--- src/assert_macros.svh ---
// Assertion macros for the RTL files
`ifndef ASSERT_MACROS_SVH
`define ASSERT_MACROS_SVH

// check an implication at every clock edge outside reset
`define ASSERT_CLK(label, prop) \
  label: assert property (@(posedge clk_i) disable iff (!rst_ni) (prop)) \
    else $error("assertion failed");

// check a property at every clock edge, reset included
`define ASSERT_ALWAYS(label, prop) \
  label: assert property (@(posedge clk_i) (prop)) \
    else $error("assertion failed");

`endif

--- src/i2c_ee_pkg.sv ---
// Types and constants of the I2C EEPROM byte access core
package i2c_ee_pkg;

  localparam int unsigned PhaseW = 4;
  localparam int unsigned ByteW  = 2;

  typedef logic [PhaseW-1:0] phase_t;
  typedef logic [ByteW-1:0]  byte_no_t;

  localparam phase_t PH_IDLE       = 4'd0;
  localparam phase_t PH_RS_LOW     = 4'd1;
  localparam phase_t PH_RS_HIGH    = 4'd2;
  localparam phase_t PH_START_FALL = 4'd3;
  localparam phase_t PH_TX_LOW     = 4'd4;
  localparam phase_t PH_TX_HIGH    = 4'd5;
  localparam phase_t PH_ACK_LOW    = 4'd6;
  localparam phase_t PH_ACK_HIGH   = 4'd7;
  localparam phase_t PH_RX_LOW     = 4'd8;
  localparam phase_t PH_RX_HIGH    = 4'd9;
  localparam phase_t PH_NACK_LOW   = 4'd10;
  localparam phase_t PH_NACK_HIGH  = 4'd11;
  localparam phase_t PH_STOP_LOW   = 4'd12;
  localparam phase_t PH_STOP_HIGH  = 4'd13;
  localparam phase_t PH_STOP_RISE  = 4'd14;

  localparam byte_no_t BYTE_DEVICE  = 2'd0;
  localparam byte_no_t BYTE_ADDRESS = 2'd1;
  localparam byte_no_t BYTE_DATA    = 2'd2;

  localparam logic CMD_WRITE = 1'b0;
  localparam logic CMD_READ  = 1'b1;

  localparam logic CFG_DEVICE_SELECT  = 1'b0;
  localparam logic CFG_ACK_WAIT_LIMIT = 1'b1;

  localparam logic [6:0] DEVICE_SELECT_RST  = 7'd80;
  localparam logic [7:0] ACK_WAIT_LIMIT_RST = 8'd250;
  localparam logic [2:0] LAST_BIT           = 3'd7;

endpackage

--- src/i2c_eeprom_byte_access_core.sv ---
// I2C master sequencer for single-byte EEPROM write and random read
// Output: the result of a transfer is registered and presented on the output in the cycle after it.
// Throughput: one input transfer per cycle while in_ready_o is high; each transfer is one half-bit bus tick.
// The input is ready whenever the output register is empty or being drained.
// Reset releases the bus (idle sequencer, read_data zero), device_select 80,
// ack_wait_limit 250.
`include "assert_macros.svh"

module i2c_eeprom_byte_access_core (
  input  logic       clk_i,
  input  logic       rst_ni,
  input  logic       cfg_we_i,
  input  logic       cfg_index_i,
  input  logic [7:0] cfg_data_i,
  input  logic       in_valid_i,
  output logic       in_ready_o,
  input  logic       start_request_i,
  input  logic       command_i,
  input  logic [7:0] mem_address_i,
  input  logic [7:0] write_data_i,
  input  logic       sda_in_i,
  output logic       out_valid_o,
  input  logic       out_ready_i,
  output logic       scl_out_o,
  output logic       sda_out_o,
  output logic       busy_res_o,
  output logic       done_res_o,
  output logic [7:0] read_data_o
);

  logic [6:0] device_select_q;
  logic [7:0] ack_limit_q;

  i2c_ee_pkg::phase_t   phase_q, phase_d;
  i2c_ee_pkg::byte_no_t byte_q, byte_d;
  logic [2:0] bit_cnt_q, bit_cnt_d;
  logic [7:0] shift_q, shift_d;
  logic [7:0] ack_cnt_q, ack_cnt_d;
  logic [7:0] held_addr_q, held_addr_d;
  logic [7:0] held_data_q, held_data_d;
  logic       held_cmd_q, held_cmd_d;
  logic [7:0] rx_byte_q, rx_byte_d;

  logic scl, sda, busy, done;
  logic in_fire;
  logic out_valid_q;

  assign in_ready_o = !out_valid_q || out_ready_i;
  assign in_fire    = in_valid_i && in_ready_o;

  always_comb begin
    phase_d     = phase_q;
    byte_d      = byte_q;
    bit_cnt_d   = bit_cnt_q;
    shift_d     = shift_q;
    ack_cnt_d   = ack_cnt_q;
    held_addr_d = held_addr_q;
    held_data_d = held_data_q;
    held_cmd_d  = held_cmd_q;
    rx_byte_d   = rx_byte_q;
    scl  = 1'b1;
    sda  = 1'b1;
    busy = 1'b1;
    done = 1'b0;
    unique case (phase_q)
      i2c_ee_pkg::PH_RS_LOW: begin
        scl     = 1'b0;
        phase_d = i2c_ee_pkg::PH_RS_HIGH;
      end
      i2c_ee_pkg::PH_RS_HIGH: begin
        phase_d = i2c_ee_pkg::PH_START_FALL;
      end
      i2c_ee_pkg::PH_START_FALL: begin
        sda       = 1'b0;
        shift_d   = {device_select_q, byte_q == i2c_ee_pkg::BYTE_DATA};
        bit_cnt_d = '0;
        phase_d   = i2c_ee_pkg::PH_TX_LOW;
      end
      i2c_ee_pkg::PH_TX_LOW: begin
        scl     = 1'b0;
        sda     = shift_q[7];
        phase_d = i2c_ee_pkg::PH_TX_HIGH;
      end
      i2c_ee_pkg::PH_TX_HIGH: begin
        sda = shift_q[7];
        if (bit_cnt_q == i2c_ee_pkg::LAST_BIT) begin
          bit_cnt_d = '0;
          ack_cnt_d = '0;
          phase_d   = i2c_ee_pkg::PH_ACK_LOW;
        end else begin
          bit_cnt_d = bit_cnt_q + 3'd1;
          shift_d   = {shift_q[6:0], 1'b0};
          phase_d   = i2c_ee_pkg::PH_TX_LOW;
        end
      end
      i2c_ee_pkg::PH_ACK_LOW: begin
        scl     = 1'b0;
        phase_d = i2c_ee_pkg::PH_ACK_HIGH;
      end
      i2c_ee_pkg::PH_ACK_HIGH: begin
        if (sda_in_i && (ack_cnt_q < ack_limit_q)) begin
          ack_cnt_d = ack_cnt_q + 8'd1;
        end else begin
          ack_cnt_d = '0;
          bit_cnt_d = '0;
          if (byte_q == i2c_ee_pkg::BYTE_DEVICE) begin
            shift_d = held_addr_q;
            byte_d  = i2c_ee_pkg::BYTE_ADDRESS;
            phase_d = i2c_ee_pkg::PH_TX_LOW;
          end else if (byte_q == i2c_ee_pkg::BYTE_ADDRESS) begin
            byte_d = i2c_ee_pkg::BYTE_DATA;
            if (held_cmd_q == i2c_ee_pkg::CMD_READ) begin
              phase_d = i2c_ee_pkg::PH_RS_LOW;
            end else begin
              shift_d = held_data_q;
              phase_d = i2c_ee_pkg::PH_TX_LOW;
            end
          end else if (held_cmd_q == i2c_ee_pkg::CMD_READ) begin
            shift_d = '0;
            phase_d = i2c_ee_pkg::PH_RX_LOW;
          end else begin
            phase_d = i2c_ee_pkg::PH_STOP_LOW;
          end
        end
      end
      i2c_ee_pkg::PH_RX_LOW: begin
        scl     = 1'b0;
        phase_d = i2c_ee_pkg::PH_RX_HIGH;
      end
      i2c_ee_pkg::PH_RX_HIGH: begin
        shift_d = {shift_q[6:0], sda_in_i};
        if (bit_cnt_q == i2c_ee_pkg::LAST_BIT) begin
          bit_cnt_d = '0;
          rx_byte_d = {shift_q[6:0], sda_in_i};
          phase_d   = i2c_ee_pkg::PH_NACK_LOW;
        end else begin
          bit_cnt_d = bit_cnt_q + 3'd1;
          phase_d   = i2c_ee_pkg::PH_RX_LOW;
        end
      end
      i2c_ee_pkg::PH_NACK_LOW: begin
        scl     = 1'b0;
        phase_d = i2c_ee_pkg::PH_NACK_HIGH;
      end
      i2c_ee_pkg::PH_NACK_HIGH: begin
        phase_d = i2c_ee_pkg::PH_STOP_LOW;
      end
      i2c_ee_pkg::PH_STOP_LOW: begin
        scl     = 1'b0;
        sda     = 1'b0;
        phase_d = i2c_ee_pkg::PH_STOP_HIGH;
      end
      i2c_ee_pkg::PH_STOP_HIGH: begin
        sda     = 1'b0;
        phase_d = i2c_ee_pkg::PH_STOP_RISE;
      end
      i2c_ee_pkg::PH_STOP_RISE: begin
        done    = 1'b1;
        phase_d = i2c_ee_pkg::PH_IDLE;
        byte_d  = i2c_ee_pkg::BYTE_DEVICE;
      end
      default: begin
        busy    = 1'b0;
        phase_d = i2c_ee_pkg::PH_IDLE;
        byte_d  = i2c_ee_pkg::BYTE_DEVICE;
        if (start_request_i) begin
          held_cmd_d  = command_i;
          held_addr_d = mem_address_i;
          held_data_d = write_data_i;
          bit_cnt_d   = '0;
          ack_cnt_d   = '0;
          busy        = 1'b1;
          phase_d     = i2c_ee_pkg::PH_START_FALL;
        end
      end
    endcase
  end

  always_ff @(posedge clk_i or negedge rst_ni) begin
    if (!rst_ni) begin
      device_select_q <= i2c_ee_pkg::DEVICE_SELECT_RST;
      ack_limit_q     <= i2c_ee_pkg::ACK_WAIT_LIMIT_RST;
    end else if (cfg_we_i) begin
      unique case (cfg_index_i)
        i2c_ee_pkg::CFG_DEVICE_SELECT:  device_select_q <= cfg_data_i[6:0];
        i2c_ee_pkg::CFG_ACK_WAIT_LIMIT: ack_limit_q     <= cfg_data_i;
        default: ;
      endcase
    end
  end

  always_ff @(posedge clk_i or negedge rst_ni) begin
    if (!rst_ni) begin
      phase_q     <= i2c_ee_pkg::PH_IDLE;
      byte_q      <= i2c_ee_pkg::BYTE_DEVICE;
      bit_cnt_q   <= '0;
      shift_q     <= '0;
      ack_cnt_q   <= '0;
      held_addr_q <= '0;
      held_data_q <= '0;
      held_cmd_q  <= i2c_ee_pkg::CMD_WRITE;
      rx_byte_q   <= '0;
    end else if (in_fire) begin
      phase_q     <= phase_d;
      byte_q      <= byte_d;
      bit_cnt_q   <= bit_cnt_d;
      shift_q     <= shift_d;
      ack_cnt_q   <= ack_cnt_d;
      held_addr_q <= held_addr_d;
      held_data_q <= held_data_d;
      held_cmd_q  <= held_cmd_d;
      rx_byte_q   <= rx_byte_d;
    end
  end

  always_ff @(posedge clk_i or negedge rst_ni) begin
    if (!rst_ni) begin
      out_valid_q <= 1'b0;
    end else if (in_fire) begin
      out_valid_q <= 1'b1;
    end else if (out_ready_i) begin
      out_valid_q <= 1'b0;
    end
  end

  always_ff @(posedge clk_i or negedge rst_ni) begin
    if (!rst_ni) begin
      scl_out_o   <= 1'b1;
      sda_out_o   <= 1'b1;
      busy_res_o  <= 1'b0;
      done_res_o  <= 1'b0;
      read_data_o <= '0;
    end else if (in_fire) begin
      scl_out_o   <= scl;
      sda_out_o   <= sda;
      busy_res_o  <= busy;
      done_res_o  <= done;
      read_data_o <= rx_byte_d;
    end
  end

  assign out_valid_o = out_valid_q;

  `ASSERT_CLK(a_done_busy, out_valid_o && done_res_o |-> busy_res_o)
  `ASSERT_CLK(a_idle_no_start,
    in_fire && phase_q == i2c_ee_pkg::PH_IDLE && !start_request_i
    |=> out_valid_o && !busy_res_o)
  `ASSERT_CLK(a_stop_done,
    in_fire && phase_q == i2c_ee_pkg::PH_STOP_RISE |=> out_valid_o && done_res_o)
  `ASSERT_CLK(a_bit_cnt_phase,
    bit_cnt_q == '0 || phase_q == i2c_ee_pkg::PH_TX_LOW ||
    phase_q == i2c_ee_pkg::PH_TX_HIGH || phase_q == i2c_ee_pkg::PH_RX_LOW ||
    phase_q == i2c_ee_pkg::PH_RX_HIGH)
  `ASSERT_CLK(a_ack_cnt_phase,
    ack_cnt_q == '0 || phase_q == i2c_ee_pkg::PH_ACK_HIGH)

endmodule
--- config.mk ---
export PLATFORM = sky130hd
export DESIGN_NAME = i2c_eeprom_byte_access_core
export DESIGN_NICKNAME = d
export VERILOG_FILES = /design/src/i2c_ee_pkg.sv /design/src/i2c_eeprom_byte_access_core.sv
export VERILOG_INCLUDE_DIRS = /design/src /design/src/src
export SDC_FILE = /design/constraint.sdc
export NUM_CORES = 1
export LEC_CHECK = 0
export BUFFER_PORTS_ARGS = -buffer_cell sky130_fd_sc_hd__buf_2
export CORE_MARGIN = 1
export CORE_UTILIZATION = 31
export CTS_CLUSTER_DIAMETER = 120
export CTS_CLUSTER_SIZE = 25
export DETAILED_ROUTE_END_ITERATION = 7
export GPL_TIMING_DRIVEN = 0
export MAX_ROUTING_LAYER = met4
export PLACE_DENSITY = 0.53
export SLEW_MARGIN = 20
export SYNTH_ARGS = -nofsm -noshare
export SYNTH_HDL_FRONTEND = slang
export SYNTH_SLANG_ARGS = --single-unit
--- constraint.sdc ---
create_clock -name clk_i -period 6.5 [get_ports clk_i]
set_clock_uncertainty 0.15 [all_clocks]
set_input_delay 0.325 -clock clk_i [delete_from_list [all_inputs] [get_ports clk_i]]
set_output_delay 0.325 -clock clk_i [all_outputs]
set_load 0.05 [all_outputs]
==> results of run 1 <==
-- layer usage --
metal / share of wire / wire length, microns / track usage / vias to the layer above
met1: 0.45 / 4246 / 0.2022 / 1485
met3: 0.048 / 453 / 0.03613 / 20
met4: 0.020 / 184 / 0.06580 / 0
met5: 0 / 0 / - / -
li1: - / - / - / 1452
met2: 0.48 / 4457 / 0.2488 / 77
-- area by class of cell --
class,instances,share of cell area
Inverter,17,0.01369
Timing Repair Buffer,48,0.05797
Clock buffer,9,0.04831
Buffer,20,0.02067
Sequential cell,70,0.3784
Tap cell,168,0.04509
Clock inverter,7,0.01583
Multi-Input combinational cell,254,0.4200
-- where the power goes --
part	switching (mW)	internal, mW
clock	0.196	0.298
combinational	0.379	0.302
sequential	0.107	0.574
-- state kept, by name, summed over array words and instances, names as in the netlist, 2 cells and up --
| signal | cells |
|---|---|
| held_addr_q | 8 |
| device_select_q | 7 |
| held_data_q | 8 |
| bit_cnt_q | 3 |
| ack_cnt_q | 8 |
| shift_q | 8 |
| phase_q | 4 |
| ack_limit_q | 8 |
| byte_q | 2 |
| read_data_o | 8 |
-- cell usage in the layout, fill, tap and decap left out, types with 2 or more instances in the layout --
cell type and n:
dfrtp_1 60, buf_2 56, mux2_2 52, nand2_1 37
o21ai_0 20, inv_1 17, nor2_1 15, nor2b_1 12
ha_1 10, dfstp_2 10, a21oi_1 9, clkbuf_16 9
o211a_1 8, a221oi_1 8, nand2b_1 7, a32o_1 7
nand3_1 6, buf_1 4, clkbuf_1 4, o22ai_1 4
o211ai_1 3, nor3b_1 3, nand4_1 3, and3_1 3
a31oi_1 3, nor3_2 2, a211oi_1 2, nor3_1 2
a32oi_1 2, nor4_1 2, o21bai_1 2, mux2i_1 2
o31ai_1 2, o31a_1 2, clkinv_2 2, clkinv_4 2
-- worst max-delay path by stage --
stage	slack (ns)	cells after the start	to	startpoint
floorplan	4.00	7	shift_q[0]$_DFFE_PN0P_	ack_limit_q[3]$_DFFE_PN1P_
global placement	3.42	7	shift_q[2]$_DFFE_PN0P_	ack_limit_q[3]$_DFFE_PN1P_
detailed placement	3.37	7	shift_q[0]$_DFFE_PN0P_	ack_limit_q[3]$_DFFE_PN1P_
CTS	3.34	7	ack_cnt_q[7]$_DFFE_PN0P_	ack_limit_q[3]$_DFFE_PN1P_
global route	3.50	7	shift_q[5]$_DFFE_PN0P_	ack_limit_q[3]$_DFFE_PN1P_
finish	3.67	7	shift_q[0]$_DFFE_PN0P_	ack_limit_q[3]$_DFFE_PN1P_
-- synthesized netlist by cell type, types with 4 or more instances --
cell type / n / area [sq um]
nand2b_1: 7 / 43.79
inv_1: 17 / 63.81
buf_1: 4 / 15.01
a32o_1: 7 / 70.07
nand2_1: 37 / 138.9
nor2b_1: 12 / 75.07
buf_2: 11 / 55.05
ha_1: 10 / 125.1
mux2_2: 52 / 585.6
o22ai_1: 4 / 25.02
a221oi_1: 8 / 70.07
o211a_1: 8 / 80.08
clkbuf_1: 4 / 15.01
nand3_1: 6 / 30.03
dfstp_2: 10 / 262.8
dfrtp_1: 60 / 1501
o21ai_0: 20 / 100.1
nor2_1: 15 / 56.30
a21oi_1: 9 / 45.04
-- logic make-up after synthesis --
| family | after synthesis | share of synthesized area |
|---|---|---|
| AOI/OAI and AO/OA | 89 | 0.1772 |
| muxes | 54 | 0.1562 |
| and+or+nand+nor | 101 | 0.1378 |
| DFF | 70 | 0.4551 |
| buffers and inverters | 37 | 0.04131 |
| adders and majority gates | 10 | 0.03228 |
-- through the flow --
stage	area [sq um]	util	power, mW	instances	hold WS (ns)
6_report	4662	0.3849	1.857	593	0.05084
5_1_grt	4662	0.3849	1.984	593	0.04690
4_1_cts	4656	0.3844	1.866	593	0.04495
3_5_place_dp	4347	0.3589	1.367	576	0.1294
3_3_place_gp	4317	0.3564	1.352	575	0.3161
2_1_floorplan	3876	-	1.177	361	-0.1206
==> reports/metrics.yaml, run 1 <==
final-max-slew-violation-count: 0
cts_tree: "built"
vias: 3034
ctsResizeCount: 0
ys_ff_latch: 70
die_h_microns: 113.8
worstPathRequired_ns: 6.57
crit_chain: "inv_1, ha_1, o211ai_1, nor2_1, o2111ai_2, a21oi_2, mux2_2"
ys_warn_count: 0
grt_remaining_overflow: 0
max_stage_delay_ns: 0.58
min_period_ns: 2.828
async_flop_share: 1.000
grt_max_degree: 44
finalCritPeriodShare: 0.4351
fin_ws_ns: 3.672
drive_gt1_frac: 0.3506
endpoint_kind: "flip-flop"
antenna_found_initial: 0
area_growth_pct: 20.27
max-vdd-ir-drop_mv: 0.1397
grt_use_total: 0.1602
synthesis.instances: 361
synth_edf_count: 0
wl_per_cell_microns: 15.75
finalHoldViolCount: 0
multiInputGateArea_sq_mm: 0.001958
io_buffers: 46
powerDensity_mw_per_mm2: 398.3
crit_arrival_ns: 2.90
synth_cell_type_count: 59
yosysSeqAreaShare: 0.4551
finalSetupTns_ns: 0
syn-num-nets: 404
drt_wl_total_microns: 9341
holdPathStages: 2
path_class: "reg2reg"
critPathMaxFanout: 10
initial_core_util: 0.3200
tightest_slew_ns: 0.7900
r2r_start: "ack_limit_q[3]$_DFFE_PN1P_"
io-pin-count: 47
place_ws_ns: 3.371
num_rows: 40
hpwl_microns: 6846
insertedDiodeCount: 0
cts.clk_slew.worst_paths_ns: 0.06
finalNetCount: 463
cts_setup_buffers: 0
r2r_end: "shift_q[0]$_DFFE_PN0P_"
path_buf_inv: 1
critPathSlowestCell: "a21oi_2"
critPathLaunchType: "flip-flop"
syn_area_per_cell_sq_um: 10.74
fillers: 1257
drc: 0
clockBufferDepth: 2
drt_first_pass_iters: 4
synth_flop_cell: "dfrtp_1"
slew_headroom: 0.4734
hold_start: "in_valid_i"
holdPathEnd: "out_valid_o$_DFFE_PN0P_"
die_w_microns: 113.8
routed_via_density: 5.116
cts_buffers: 9
r2r_cells: 7
setup_violations: 0
core_area_sq_mm: 0.01211
status: "complete, no violations"
cts.htree.levels: 3
grt_pass1_vias: 3076
fmax_mhz: 353.6
clock-sinks: 70
root_buffer: "clkbuf_16"
p_leak_nw: 2.063
postCtsHoldBufs: 1
place.gp.congestion: 0.8646
syn-cell-area_sq_mm: 0.003876
initialDrtViolationCount: 114
grt_pass1_wl_microns: 15530
max_cap_violations: 0
seq_area_sq_mm: 0.001764
die_area_sq_mm: 0.01296
hold_class: "in2reg"
r2r_slack_ns: 3.67
rsz0062_at_grt: "no"
cp_top_family: "compound AO/OA/AOI/OAI gates"
clock_latency_ns: 0.34
drtAntennaViolNets: 0
Note: power is estimated with default switching activity, not from simulation.
==> run 2, diff against run 1 <==
--- a/config.mk
+++ b/config.mk
@@ -6,6 +6,7 @@
 export SDC_FILE = /design/constraint.sdc
 export NUM_CORES = 1
 export LEC_CHECK = 0
+export ABC_AREA = 1
 export BUFFER_PORTS_ARGS = -buffer_cell sky130_fd_sc_hd__buf_2
 export CORE_MARGIN = 1
 export CORE_UTILIZATION = 31
@@ -14,7 +15,7 @@
 export DETAILED_ROUTE_END_ITERATION = 7
 export GPL_TIMING_DRIVEN = 0
 export MAX_ROUTING_LAYER = met4
-export PLACE_DENSITY = 0.53
+export PLACE_DENSITY = 0.55
 export SLEW_MARGIN = 20
 export SYNTH_ARGS = -nofsm -noshare
 export SYNTH_HDL_FRONTEND = slang
==> constraint.sdc (replaced) <==
create_clock -name clk_i -period 2.5 [get_ports clk_i]
set_clock_uncertainty 0.15 [all_clocks]
set_input_delay 0.125 -clock clk_i [delete_from_list [all_inputs] [get_ports clk_i]]
set_output_delay 0.125 -clock clk_i [all_outputs]
set_load 0.05 [all_outputs]
==> run 2 against run 1 <==
  * Non-clock buffer count rose by 18
  * Core utilization rose by 1.9 points
  * Sequential cell count unchanged
  * Total power grew 130%
  * Via count up 9.4%
  * Synthesized cell count up 30%
  * Fmax rose by 35%
==> reports/metrics.yaml, run 2 <==
ys_warn_count: 0
synth_common_cells: "147 x nand2_1, 60 x dfrtp_1, 45 x inv_1"
yosysMostFrequentCell: "nand2_1"
slew_headroom: 0.6579
crit_start: "ack_limit_q[5]$_DFFE_PN1P_"
synth_top_area_share: 0.3919
io_buffers: 46
layout_common_cells: "147 x nand2_1, 60 x dfrtp_1, 47 x buf_2, 45 x inv_1, 34 x nor2_1"
crit_arrival_ns: 2.17
cts.clk_slew.worst_paths_ns: 0.05
antenna_found_initial: 0
final_common_cell: "nand2_1"
finalHoldViolCount: 0
drc: 0
powerDensity_mw_per_mm2: 874.4
synth_flop_cell: "dfrtp_1"
finalNetCount: 599
clock-sinks: 70
routed_via_density: 4.688
hold_class: "in2reg"
rsz0062_at_grt: "no"
die_h_microns: 113.2
place_ws_ns: 0.3833
tightest_slew_ns: 0.5112
io-pin-count: 47
finalSetupTns_ns: 0
fin_ws_ns: 0.3975
max-vdd-ir-drop_mv: 0.2999
final-max-slew-violation-count: 0
yosys-top-cells-area: "dfrtp_1 39%, nand2_1 14%, dfstp_2 6.9%"
yosysTopAreaCell: "dfrtp_1"
die_w_microns: 113.2
drive_gt1_frac: 0.2068
synthesis.instances: 469
finalCritPeriodShare: 0.8410
grt_max_degree: 38
yosysSeqAreaShare: 0.4605
max_cap_violations: 0
synth_cell_type_count: 39
die_area_sq_mm: 0.01281
cts_setup_buffers: 0
cts.htree.levels: 3
num_rows: 40
insertedDiodeCount: 0
fmax_mhz: 475.6
cts_buffers: 9
hold_start: "start_request_i"
grt_pass1_wl_microns: 16480
dpl-instance-area_sq_mm: 0.004268
postCtsHoldBufs: 29
clockBufferDepth: 2
critPathLaunchType: "flip-flop"
drt_wl_total_microns: 9572
wl_per_cell_microns: 13.52
syn_area_per_cell_sq_um: 8.169
root_buffer: "clkbuf_16"
fin_area_sq_mm: 0.004852
area_growth_pct: 26.65
status: "complete, no violations"
setup_violations: 0
p_leak_nw: 2.517
ys_ff_latch: 70
syn-cell-area_sq_mm: 0.003831
synth_edf_count: 0
drt_first_pass_iters: 4
hpwl_microns: 7109
drtAntennaViolNets: 0
ctsResizeCount: 0
r2r_start: "ack_limit_q[5]$_DFFE_PN1P_"
syn-num-nets: 512
async_flop_share: 1.000
grt_use_total: 0.1692
min_period_ns: 2.102
endpoint_kind: "flip-flop"
critPathMaxFanout: 10
hold_slack_ns: 0.02884
grt_remaining_overflow: 0
initialDrtViolationCount: 136
place.gp.congestion: 0.9027
initial_core_util: 0.3190
path_class: "reg2reg"
core_area_sq_mm: 0.01201
cts_tree: "built"
vias: 3319
fillers: 1251
clock_latency_ns: 0.33
worstPathRequired_ns: 2.57
final_core_util: 0.4040
grt_pass1_vias: 3329
==> run 2: worst paths after layout <==
path / cells past startpoint / slack (ns) / to
setup / recovery: 9 / 0.40 / phase_q[3]$_DFFE_PN0P_
hold / removal: 3 / 0.03 / phase_q[1]$_DFFE_PN0P_
setup reg to reg: 9 / 0.40 / phase_q[3]$_DFFE_PN0P_
hold reg to reg: 1 / 0.32 / busy_res_o$_DFFE_PN0P_
max in group asynchronous: 3 / 1.45 / ack_limit_q[3]$_DFFE_PN1P_
min in group asynchronous: 2 / 0.14 / ack_cnt_q[1]$_DFFE_PN0P_
==> run 2: cell families (layout without fill, tap and decap cells) <==
family | Yosys count | in the layout | synth area share
AO/OA/AOI/OAI | 54 | 54 | 0.08100
XOR/XNOR | 6 | 6 | 0.01372
adder cells (fa/ha/maj) | 10 | 10 | 0.03266
buffers and inverters | 65 | 157 | 0.07119
flip-flops | 70 | 70 | 0.4605
multiplexers | 17 | 17 | 0.05389
AND/OR/NAND/NOR | 247 | 247 | 0.2871
==> run 2: layer usage <==
layer | vias to the layer above | global-route usage | part of all wire
li1 | 1706 | - | -
met5 | - | - | 0
met3 | 10 | 0.03374 | 0.039
met2 | 69 | 0.2581 | 0.45
met1 | 1534 | 0.2269 | 0.50
met4 | 0 | 0.05088 | 0.0098
==> run 2: report_power, final <==
group	internal (mW)	switching, mW	leakage (nW)
Combinational	0.489	0.843	1.50
Sequential	1.43	0.212	0.872
Clock	0.796	0.468	0.143
Total	2.72	1.52	2.52
==> run 2: layout make-up <==
type	instances	area, sq um	share of cell area
Sequential cell	70	1764	0.3636
Tap cell	147	183.9	0.03791
Clock inverter	4	47.55	0.009799
Inverter	55	206.4	0.04255
Clock buffer	12	246.5	0.05080
Buffer	10	66.31	0.01367
Multi-Input combinational cell	334	1794	0.3698
Timing Repair Buffer	76	543.0	0.1119
==> run 2: critical path, cell delays in order, from the launching register on <==
cell and delay [ns]:
dfstp_2 0.53, inv_1 0.04, ha_1 0.31, a21oi_1 0.16, o21a_1 0.20, nand4_4 0.13
buf_4 0.20, buf_6 0.15, nand3_1 0.08, nand2_1 0.05
==> run 2: metrics by stage <==
stage	total power, mW	instances
after floorplan	2.590	469
after global placement	2.941	662
after detailed placement	2.963	663
after CTS	4.290	708
after global routing	4.551	708
final	4.243	708
